==> src/rtl/core/ssfe_pkg.sv <==
`timescale 1ns / 1ps
// ----------------------------------------------------------------------------
// ssfe_pkg
// shared constants, register indexes and types for the start/stop frame echo
// ----------------------------------------------------------------------------
package ssfe_pkg;

    // payload store geometry
    localparam int STORE_DEPTH = 16;
    localparam int IDX_W       = $clog2(STORE_DEPTH);
    localparam int ECHO_MAX    = 16;

    // configuration register indexes
    localparam int CFG_IDX_W = 2;
    localparam logic [CFG_IDX_W-1:0] CFG_START_CODE  = 2'd0;
    localparam logic [CFG_IDX_W-1:0] CFG_STOP_CODE   = 2'd1;
    localparam logic [CFG_IDX_W-1:0] CFG_MAX_PAYLOAD = 2'd2;
    localparam logic [CFG_IDX_W-1:0] CFG_ECHO_COUNT  = 2'd3;

    // configuration reset values
    localparam logic [7:0] START_CODE_RST  = 8'd255;
    localparam logic [7:0] STOP_CODE_RST   = 8'd251;
    localparam logic [3:0] MAX_PAYLOAD_RST = 4'd11;
    localparam logic [4:0] ECHO_COUNT_RST  = 5'd7;

    // request command codes
    typedef enum logic [0:0] {
        CMD_LINE = 1'b0,
        CMD_READ = 1'b1
    } cmd_t;

    // store write request
    typedef struct packed {
        logic             en;
        logic [IDX_W-1:0] addr;
        logic [7:0]       data;
    } store_wr_t;

    // store read request
    typedef struct packed {
        logic             en;
        logic [IDX_W-1:0] addr;
    } store_rd_t;

    // sequencer states
    typedef enum logic [2:0] {
        S_IDLE,
        S_HEAD,
        S_ECHO_RD,
        S_ECHO_WR,
        S_TAIL,
        S_READ_WR
    } state_t;

endpackage

==> src/rtl/core/ssfe_store.sv <==
`timescale 1ns / 1ps
// ----------------------------------------------------------------------------
// ssfe_store
// payload store: one write port, one registered read port, per-entry valid
// bits so that entries never written read as zero right after reset
// ----------------------------------------------------------------------------
module ssfe_store (
    input  logic                  clk,
    input  logic                  rst_n,
    input  ssfe_pkg::store_wr_t   wr,
    input  ssfe_pkg::store_rd_t   rd,
    output logic [7:0]            rd_data
);
    import ssfe_pkg::*;

    logic [7:0]             payload_mem [STORE_DEPTH];
    logic [STORE_DEPTH-1:0] valid_reg;
    logic [7:0]             rd_data_reg;
    logic                   rd_vld_reg;

    // memory array, write and registered read
    always_ff @(posedge clk)
    begin
        if (wr.en)
        begin
            payload_mem[wr.addr] <= wr.data;
        end
        if (rd.en)
        begin
            rd_data_reg <= payload_mem[rd.addr];
        end
    end

    // valid bits, cleared at reset
    always_ff @(posedge clk or negedge rst_n)
    begin
        if (!rst_n)
        begin
            valid_reg  <= '0;
            rd_vld_reg <= 1'b0;
        end
        else
        begin
            if (wr.en)
            begin
                valid_reg[wr.addr] <= 1'b1;
            end
            if (rd.en)
            begin
                rd_vld_reg <= valid_reg[rd.addr];
            end
        end
    end

    // unwritten entries read as zero
    assign rd_data = rd_vld_reg ? rd_data_reg : 8'd0;

endmodule

==> src/rtl/core/start_stop_frame_echo.sv <==
`timescale 1ns / 1ps
// ----------------------------------------------------------------------------
// start_stop_frame_echo
// start/stop code byte framing with payload store, echo reply and read-back
// ----------------------------------------------------------------------------
//  channel  | handshake                   | payload
//  ---------+-----------------------------+-------------------------------------
//  in       | in_valid / in_stall         | cmd, rx_byte, read_index
//  out      | out_valid / out_stall       | out_byte, is_read_reply, last
//  config   | cfg_write                   | cfg_index, cfg_data
//
//  a line byte that stores, opens or is ignored leaves the sequencer idle
//  a read is one memory read, then the output register load, which output stalls hold
//  a frame reply is the head load, then for each echoed byte one read of the single store
//  port and one output register load, then the tail load; output stalls hold every load
//  reset is asynchronous; store valid bits clear at once, so no clearing pass
//  out_stall holds the output register and sequencer loads; a new request is taken only in idle, also while it waits
// ----------------------------------------------------------------------------
module start_stop_frame_echo (
    input  logic                             clk,
    input  logic                             rst_n,
    // configuration
    input  logic                             cfg_write,
    input  logic [ssfe_pkg::CFG_IDX_W-1:0]   cfg_index,
    input  logic [7:0]                       cfg_data,
    // input requests
    input  logic                             in_valid,
    output logic                             in_stall,
    input  logic                             cmd,
    input  logic [7:0]                       rx_byte,
    input  logic [7:0]                       read_index,
    // results
    output logic                             out_valid,
    input  logic                             out_stall,
    output logic [7:0]                       out_byte,
    output logic                             is_read_reply,
    output logic                             last
);
    import ssfe_pkg::*;

    // configuration registers
    logic [7:0] start_code_reg;
    logic [7:0] stop_code_reg;
    logic [3:0] max_payload_reg;
    logic [4:0] echo_count_reg;

    // control state
    state_t     state_reg, state_next;
    logic       in_frame_reg, in_frame_next;
    logic [3:0] wr_idx_reg, wr_idx_next;
    logic [3:0] k_reg, k_next;
    logic [4:0] echo_cnt_reg, echo_cnt_next;
    logic       zero_reg, zero_next;

    // output register
    logic       out_valid_reg, out_valid_next;
    logic [7:0] out_byte_reg, out_byte_next;
    logic       is_read_reg, is_read_next;
    logic       last_reg, last_next;
    logic       load;

    // store interface
    store_wr_t  wr;
    store_rd_t  rd;
    logic [7:0] rd_data;

    // decode helpers
    logic       in_accept;
    logic       out_free;
    logic       is_start;
    logic       is_end;
    logic [4:0] echo_clamp;
    logic       read_ok;
    logic       wr_ok;
    logic       k_ok;
    logic [7:0] wr_idx8;
    logic [7:0] k8;

    ssfe_store u_store (
        .clk     (clk),
        .rst_n   (rst_n),
        .wr      (wr),
        .rd      (rd),
        .rd_data (rd_data)
    );

    // configuration writes
    always_ff @(posedge clk or negedge rst_n)
    begin
        if (!rst_n)
        begin
            start_code_reg  <= START_CODE_RST;
            stop_code_reg   <= STOP_CODE_RST;
            max_payload_reg <= MAX_PAYLOAD_RST;
            echo_count_reg  <= ECHO_COUNT_RST;
        end
        else if (cfg_write)
        begin
            unique case (cfg_index)
                CFG_START_CODE:  start_code_reg  <= cfg_data;
                CFG_STOP_CODE:   stop_code_reg   <= cfg_data;
                CFG_MAX_PAYLOAD: max_payload_reg <= cfg_data[3:0];
                CFG_ECHO_COUNT:  echo_count_reg  <= cfg_data[4:0];
                default:         ;
            endcase
        end
    end

    // helpers
    assign in_accept  = in_valid && !in_stall;
    assign out_free   = !out_valid_reg || !out_stall;
    assign is_start   = (rx_byte == start_code_reg);
    assign is_end     = (rx_byte == stop_code_reg) || (wr_idx_reg >= max_payload_reg);
    assign echo_clamp = (echo_count_reg > 5'(ECHO_MAX)) ? 5'(ECHO_MAX) : echo_count_reg;
    assign wr_idx8    = {4'd0, wr_idx_reg};
    assign k8         = {4'd0, k_reg};
    assign read_ok    = (read_index <= {4'd0, max_payload_reg})
                        && ({1'b0, read_index} < 9'(STORE_DEPTH));
    assign wr_ok      = ({1'b0, wr_idx8} < 9'(STORE_DEPTH));
    assign k_ok       = ({1'b0, k8} < 9'(STORE_DEPTH));

    // state registers
    always_ff @(posedge clk or negedge rst_n)
    begin
        if (!rst_n)
        begin
            state_reg     <= S_IDLE;
            in_frame_reg  <= 1'b0;
            wr_idx_reg    <= '0;
            k_reg         <= '0;
            echo_cnt_reg  <= '0;
            zero_reg      <= 1'b0;
            out_valid_reg <= 1'b0;
        end
        else
        begin
            state_reg     <= state_next;
            in_frame_reg  <= in_frame_next;
            wr_idx_reg    <= wr_idx_next;
            k_reg         <= k_next;
            echo_cnt_reg  <= echo_cnt_next;
            zero_reg      <= zero_next;
            out_valid_reg <= out_valid_next;
        end
    end

    // output payload register
    always_ff @(posedge clk)
    begin
        if (load)
        begin
            out_byte_reg <= out_byte_next;
            is_read_reg  <= is_read_next;
            last_reg     <= last_next;
        end
    end

    // sequencer: next state, store requests, output loads
    always_comb
    begin
        state_next    = state_reg;
        in_frame_next = in_frame_reg;
        wr_idx_next   = wr_idx_reg;
        k_next        = k_reg;
        echo_cnt_next = echo_cnt_reg;
        zero_next     = zero_reg;
        load          = 1'b0;
        out_byte_next = 8'd0;
        is_read_next  = 1'b0;
        last_next     = 1'b0;
        wr.en         = 1'b0;
        wr.addr       = wr_idx8[IDX_W-1:0];
        wr.data       = rx_byte;
        rd.en         = 1'b0;
        rd.addr       = k8[IDX_W-1:0];

        unique case (state_reg)
            S_IDLE:
            begin
                if (in_accept)
                begin
                    if (cmd == CMD_READ)
                    begin
                        rd.en      = read_ok;
                        rd.addr    = read_index[IDX_W-1:0];
                        zero_next  = !read_ok;
                        state_next = S_READ_WR;
                    end
                    else if (is_start)
                    begin
                        in_frame_next = 1'b1;
                        wr_idx_next   = '0;
                    end
                    else if (is_end)
                    begin
                        echo_cnt_next = echo_clamp;
                        in_frame_next = 1'b0;
                        wr_idx_next   = '0;
                        state_next    = S_HEAD;
                    end
                    else if (in_frame_reg)
                    begin
                        wr.en       = wr_ok;
                        wr_idx_next = wr_idx_reg + 4'd1;
                    end
                end
            end
            S_HEAD:
            begin
                if (out_free)
                begin
                    load          = 1'b1;
                    out_byte_next = start_code_reg;
                    k_next        = '0;
                    state_next    = (echo_cnt_reg == 5'd0) ? S_TAIL : S_ECHO_RD;
                end
            end
            S_ECHO_RD:
            begin
                rd.en      = k_ok;
                zero_next  = !k_ok;
                state_next = S_ECHO_WR;
            end
            S_ECHO_WR:
            begin
                if (out_free)
                begin
                    load          = 1'b1;
                    out_byte_next = zero_reg ? 8'd0 : rd_data;
                    k_next        = k_reg + 4'd1;
                    state_next    = (5'(k_reg) + 5'd1 == echo_cnt_reg) ? S_TAIL : S_ECHO_RD;
                end
            end
            S_TAIL:
            begin
                if (out_free)
                begin
                    load          = 1'b1;
                    out_byte_next = stop_code_reg;
                    last_next     = 1'b1;
                    state_next    = S_IDLE;
                end
            end
            S_READ_WR:
            begin
                if (out_free)
                begin
                    load          = 1'b1;
                    out_byte_next = zero_reg ? 8'd0 : rd_data;
                    is_read_next  = 1'b1;
                    last_next     = 1'b1;
                    state_next    = S_IDLE;
                end
            end
            default:
            begin
                state_next = S_IDLE;
            end
        endcase

        // output register valid
        if (load)
        begin
            out_valid_next = 1'b1;
        end
        else if (out_free)
        begin
            out_valid_next = 1'b0;
        end
        else
        begin
            out_valid_next = out_valid_reg;
        end
    end

    // ports
    assign in_stall      = (state_reg != S_IDLE);
    assign out_valid     = out_valid_reg;
    assign out_byte      = out_byte_reg;
    assign is_read_reply = is_read_reg;
    assign last          = last_reg;

    // a read request always busies the block for its answer
    assert property (@(posedge clk) disable iff (!rst_n)
        (in_accept && cmd == CMD_READ) |=> in_stall)
        else $error("read request did not hold off the input");

    // the tail load puts the stop code out, marked last
    assert property (@(posedge clk) disable iff (!rst_n)
        (state_reg == S_TAIL && out_free) |=>
            (out_valid && last && !is_read_reply && out_byte == stop_code_reg))
        else $error("frame reply did not end in the stop code");

    // a read answer is always a single, last result
    assert property (@(posedge clk) disable iff (!rst_n)
        (out_valid && is_read_reply) |-> last)
        else $error("read answer not marked last");

    // a frame end clears the frame state
    assert property (@(posedge clk) disable iff (!rst_n)
        (state_reg == S_IDLE && state_next == S_HEAD) |=>
            (!in_frame_reg && wr_idx_reg == 4'd0))
        else $error("frame state not cleared at frame end");

endmodule

==> config.mk <==
export PLATFORM = sky130hd
export DESIGN_NAME = start_stop_frame_echo
export DESIGN_NICKNAME = d
export VERILOG_FILES = /design/src/rtl/core/ssfe_pkg.sv /design/src/rtl/core/ssfe_store.sv /design/src/rtl/core/start_stop_frame_echo.sv
export SDC_FILE = /design/constraint.sdc
export NUM_CORES = 1
export LEC_CHECK = 0
export ABC_AREA = 1
export BUFFER_PORTS_ARGS = -buffer_cell sky130_fd_sc_hd__buf_2
export CAP_MARGIN = 20
export CORE_ASPECT_RATIO = 2
export CORE_MARGIN = 5
export CORE_UTILIZATION = 40
export CTS_BUF_LIST = sky130_fd_sc_hd__clkbuf_2 sky130_fd_sc_hd__clkbuf_4 sky130_fd_sc_hd__clkbuf_8
export DETAILED_ROUTE_END_ITERATION = 16
export PLACE_DENSITY = 0.66
export SYNTH_ARGS = -nofsm -noshare
export SYNTH_HDL_FRONTEND = slang
export SYNTH_HIERARCHICAL = 1
export SYNTH_SLANG_ARGS = --single-unit
==> constraint.sdc <==
create_clock -name clk -period 3.1 [get_ports clk]
set_input_delay 0.465 -clock clk [delete_from_list [all_inputs] [get_ports clk]]
set_output_delay 0.465 -clock clk [all_outputs]
set_load 0.005 [all_outputs]
Word-level counts from Yosys, hierarchy flattened:

Memory sizes are Yosys's and may differ from the RTL's. A register that Yosys moved wholly into a read port is not among the register bits.
Cells that the tools add are included.

* flip-flop bits (word level): 71
* bits in writable memories: 128
* input port bits: 32
* output and inout bits: 12
* memories kept: 1

* add/sub/neg operators: 3
* $lt $le $gt $ge: 9
* equality and inequality tests: 18
* muxes and demuxes: 48
* bitwise gates (word level): 3
* reduce and logical (&&, ||, !) cells: 32

Memories
* u_store.payload_mem: depth 16, width 8, read ports 1, clocked after Yosys merged registers in 1, wr ports 1, line ssfe_store.sv:16 `logic [7:0] payload_mem [STORE_DEPTH];`

Operator list (count)
* 8-bit 2-to-1 mux: 5
* 3-bit 2-to-1 mux: 9
* 4-bit 2-to-1 mux: 6
* 8-bit one-hot mux with 3 select lines: 1
* 4-bit by 5-bit less-than comparator with 1-bit output, second input constant: 4
* 1-bit 2-to-1 mux: 18
* 8-bit == test: 2
* 16-bit OR: 1
* 5-bit 2-to-1 mux: 3
* 3-bit one-hot mux with 5 select lines: 1
* 4-bit by 1-bit adder with 4-bit output, second input constant: 2
* 8-bit by 4-bit <= comparator with 1-bit output: 1
* 8-bit by 5-bit less-than comparator with 1-bit output, second input constant: 1
* 2-bit inequality test, second input constant: 4
* 4-bit one-hot mux with 2 select lines: 1
* 2-bit AND reduction: 4
* 4-bit AND reduction: 2
* 2-bit nonzero test: 4
* 3-bit by 2-bit == test with 1-bit output, second input constant: 2
* 3-bit == test, second input constant: 2
* 3-bit inequality test, second input constant: 2
* 3-bit AND reduction: 2
* 6-bit AND reduction: 1
* 3-bit nonzero test: 2
* 22 further kinds: 33

Logic depth before layout (Yosys ltp):

* word-level depth: 9
* gate-level depth with buffers: 18
* mapped depth without buffers: 16

Hierarchy:

Netlist, hierarchy kept.

By module, submodules not included
* ssfe_store: times used 1, cells each 496, area each 6175.9 µm², seq. area each 4509.3 µm²
* start_stop_frame_echo: times used 1, cells each 400, area each 3116.7 µm², seq. area each 1427.6 µm²

Least setup slack after synthesis:

OpenSTA, ideal clock, no wires.

* kind: flip-flop to flip-flop
* start point: register max_payload_reg[1]
* end point: memory u_store.payload_mem[12][0] (enable)
* arrival: 2.281 ns
* data required time: 2.727 ns
* setup slack: 0.446 ns
* stages on the path, launching flop included: 12
* buffers on the path: 0
* cell sequence: dfstp_2 > inv_1 > ha_1 > inv_1 > nor2_1 > o21bai_1 > nand2_1 > nor2_1 > nand2_2 > nor4_1 > nand3_1 > nor2_1

RTL lines
* start: declaration: line start_stop_frame_echo.sv:44 `logic [3:0] max_payload_reg;`
* start signal: assignment: line start_stop_frame_echo.sv:102 `CFG_MAX_PAYLOAD: max_payload_reg <= cfg_data[3:0];`
* end: declaration: line ssfe_store.sv:16

==> metrics.md <==
| Metric | Value |
|---|---|
| Run status | `completed` |
| Num ports | `44` |
| Critical path buffer and inverter count | `2` |
| Max FO, Critical Path | `19` |
| CP Cell Sequence | `nor2_4, nand2_4, nor2_2, inv_2, nor2_4, nand2_1, o21ai_4, buf_4, o21ai_0, o211ai_1, nand3_1, nand2_1` |
| Worst EP required | `~3500 ps` |
| Post-route setup slack | `390 ps` |
| CTS tree | `built` |
| Ys flop type | `edfxtp_1` |
| Starting DRT DRC Count | `360` |
| Area Growth Syn to Fin | `13.8%` |
| Hold Buf Count CTS | `1` |
| Share of cells above drive strength 1 | `0.170` |
| Die Wd | `about 120 um` |
| Largest cells by area after synthesis | `edfxtp_1, dfrtp_1, nand2_1` |
| Unrepaired setup endpoints after global routing | `false` |
| Crit-path slowest cell | `dfrtp_1` |
| Vias post-DR | `6777` |
| Routed Wire Length | `24700 um` |
| Count leader, synth | `nand2_1` |
| Fmax | `369 MHz` |
| Place WS | `around 380 ps` |
| HPWL after DPL | `about 18000 um` |
| Asr flop ratio synth | `0.295` |
| GRT overflow | `0` |
| DRT Pass-1 Iters | `6` |
| Average wire per standard cell | `19.2 um` |
| Clk pin slew, worst setup/hold paths | `~70 ps` |
| Final setup fails | `0` |
| Total Routing Usage GR | `0.186` |
| Post-CTS setup buffers | `0` |
| Global placer's final weighted congestion | `approximately 0.94` |
| Die area | `roughly 27000 um2` |
| CP delay by family, top | `simple AND/OR/NAND/NOR gates` |
| CP Capture Type | `register` |
| First-pass GRT wire length | `approximately 38000 um` |
| Yosys top cell area share | `0.472` |
| Synthesized area per cell | `slightly above 10 um2` |
| Synthesis Warnings | `6` |
| Min Tclk post-route | `approximately 2700 ps` |
| Max FFs per register | `128` |
| Slew @ Worst Pin | `about 580 ps` |
| Period utilization | `0.874` |
| Yosys reg bits | `between 200 and 250` |
| CTS buffer count | `28` |
| Largest net degree at the start of global routing | `50` |
| # rows | `around 80` |
| Post-Syn Instances | `896` |
| NumNets Final | `between 1000 and 1500` |
| Final ANT Viol Nets | `0` |
| Rel. slew slack | `0.611` |
| Critical Path Source Type | `register` |
| Commonest cells post-synth | `nand2_1, edfxtp_1, nor2_1` |
| EDFF count, synth | `between 100 and 150` |
| Clk Latency, worst-skew pair | `580 ps` |
| Static leakage | `4.24 nW` |
| CTS H-tree lvls | `1` |
| Max_cap viols | `0` |
| Final hold vios | `0` |
| Pwr dens | `around 700 nW/um2` |
| Clock Skews | `between 30 and 40 ps` |
| Port Buffers | `43` |
| VDD IR max | `between 0.0005 and 0.0006 V` |
| Setup tns final | `0 ps` |
| Slew Viols, Final | `0` |
| Die H | `about 230 um` |
| Initial antenna violation count | `1` |
| WS Path Type | `register to register` |
| Power, Total | `7.57 mW` |
| Root Driver | `clkbuf_8` |
| Leading area contributor after synthesis | `edfxtp_1` |
| Drt via density | `between 5 and 6` |
| Drt drc | `0` |
| Worst path max stage delay | `460 ps` |
| Clock Path Buffers | `3` |
| Core ar. | `around 23000 um2` |
| Worst hold-check path type | `input port to register` |
| Post-CTS sizing | `0` |
| Post-synthesis cell area | `9290 um2` |
| Number of global-route vias before repair | `around 7100` |
| Register area share after synthesis | `0.639` |
| Crit path DAT | `between 3000 and 4000 ps` |
| Clk sink count | `slightly above 200` |
| Synth unique cells | `37` |
| Mapped Nets | `between 900 and 1000` |
| Initial core utilization | `0.402` |
-- placed cells by master (no fill, tap or decap), drive strengths merged --
cell / synthesis / routed
o22ai: 4 / 4
o21a: 1 / 1
xor2: 9 / 9
ha: 10 / 10
clkbuf: 4 / 37
nor2: 147 / 147
o211ai: 32 / 32
a31oi: 8 / 8
inv: 70 / 71
dlygate4sd3: 0 / 1
o21ai: 106 / 106
nand2: 175 / 175
nand3: 59 / 59
dfrtp: 40 / 40
clkinv: 1 / 14
nand3b: 2 / 2
o21bai: 1 / 1
a21oi: 3 / 3
nand4: 2 / 2
diode: 0 / 1
a21boi: 1 / 1
buf: 25 / 83
or2: 16 / 16
dfstp: 21 / 21
xnor2: 8 / 8
nor3: 3 / 3
bufinv: 0 / 1
edfxtp: 146 / 146
nor4: 2 / 2
-- cell families after synthesis --
| logic type | count (synthesis) | share of synthesized area |
|---|---|---|
| xor gates and xnor gates | 17 | 0.0160 |
| AOI/OAI and AO/OA | 156 | 0.0957 |
| buffers and inverters | 100 | 0.0506 |
| and+or+nand+nor | 406 | 0.185 |
| adders and majority gates | 10 | 0.0135 |
| DFF | 207 | 0.639 |
-- final cells by class --
cell class | count | area [um2]
clock inverter | 15 | 92.6
sequential | 207 | 5940
antenna | 1 | 2.50
timing repair buffer | 84 | 551
multi-input combinational | 589 | 2910
tap | 283 | 354
clock buffer | 37 | 453
fill | 2191 | 12600
inverter | 71 | 274
-- path summary, 6_finish.rpt --
| path | startpoint | to | slack [ps] | cells after the start |
|---|---|---|---|---|
| worst max-delay path | state_reg[0] | u_store/rd_data_reg[2] | 390 | 12 |
| worst min-delay path | rx_byte[7] | u_store/payload_mem[8][7] | 140 | 1 |
| worst max register to register | state_reg[0] | u_store/rd_data_reg[2] | 390 | 12 |
| worst min register to register | u_store/valid_reg[15] | u_store/valid_reg[15] | 460 | 1 |
| max in group asynchronous | rst_n | u_store/valid_reg[12] | 2190 | 3 |
| min in group asynchronous | rst_n | u_store/valid_reg[8] | 410 | 3 |
-- where the power goes --
group	internal (mW)	switching (mW)
Combinational	0.677	1.37
Sequential	3.28	0.200
Clock	1.04	1.00
Total	5.00	2.58
-- layer usage --
metal,GRT usage,share of wire,vias to the layer above
li1,-,-,3233
met1,0.168,0.31,3213
met2,0.366,0.57,238
met3,0.0229,0.042,93
met4,0.138,0.080,0
met5,0,0,-
-- metrics by stage --
stage | util | cell area (um2) | hold slack (ps) | instances
after global routing | 0.457 | 10600 | 126 | 1287
after detailed placement | 0.433 | 10000 | 452 | 1233
after floorplan | - | 9290 | 169 | 896
after global placement | 0.433 | 10000 | 447 | 1233
final | 0.457 | 10600 | 139 | 1287
after CTS | 0.457 | 10600 | 104 | 1286
Power figures use the tool's default switching activity.
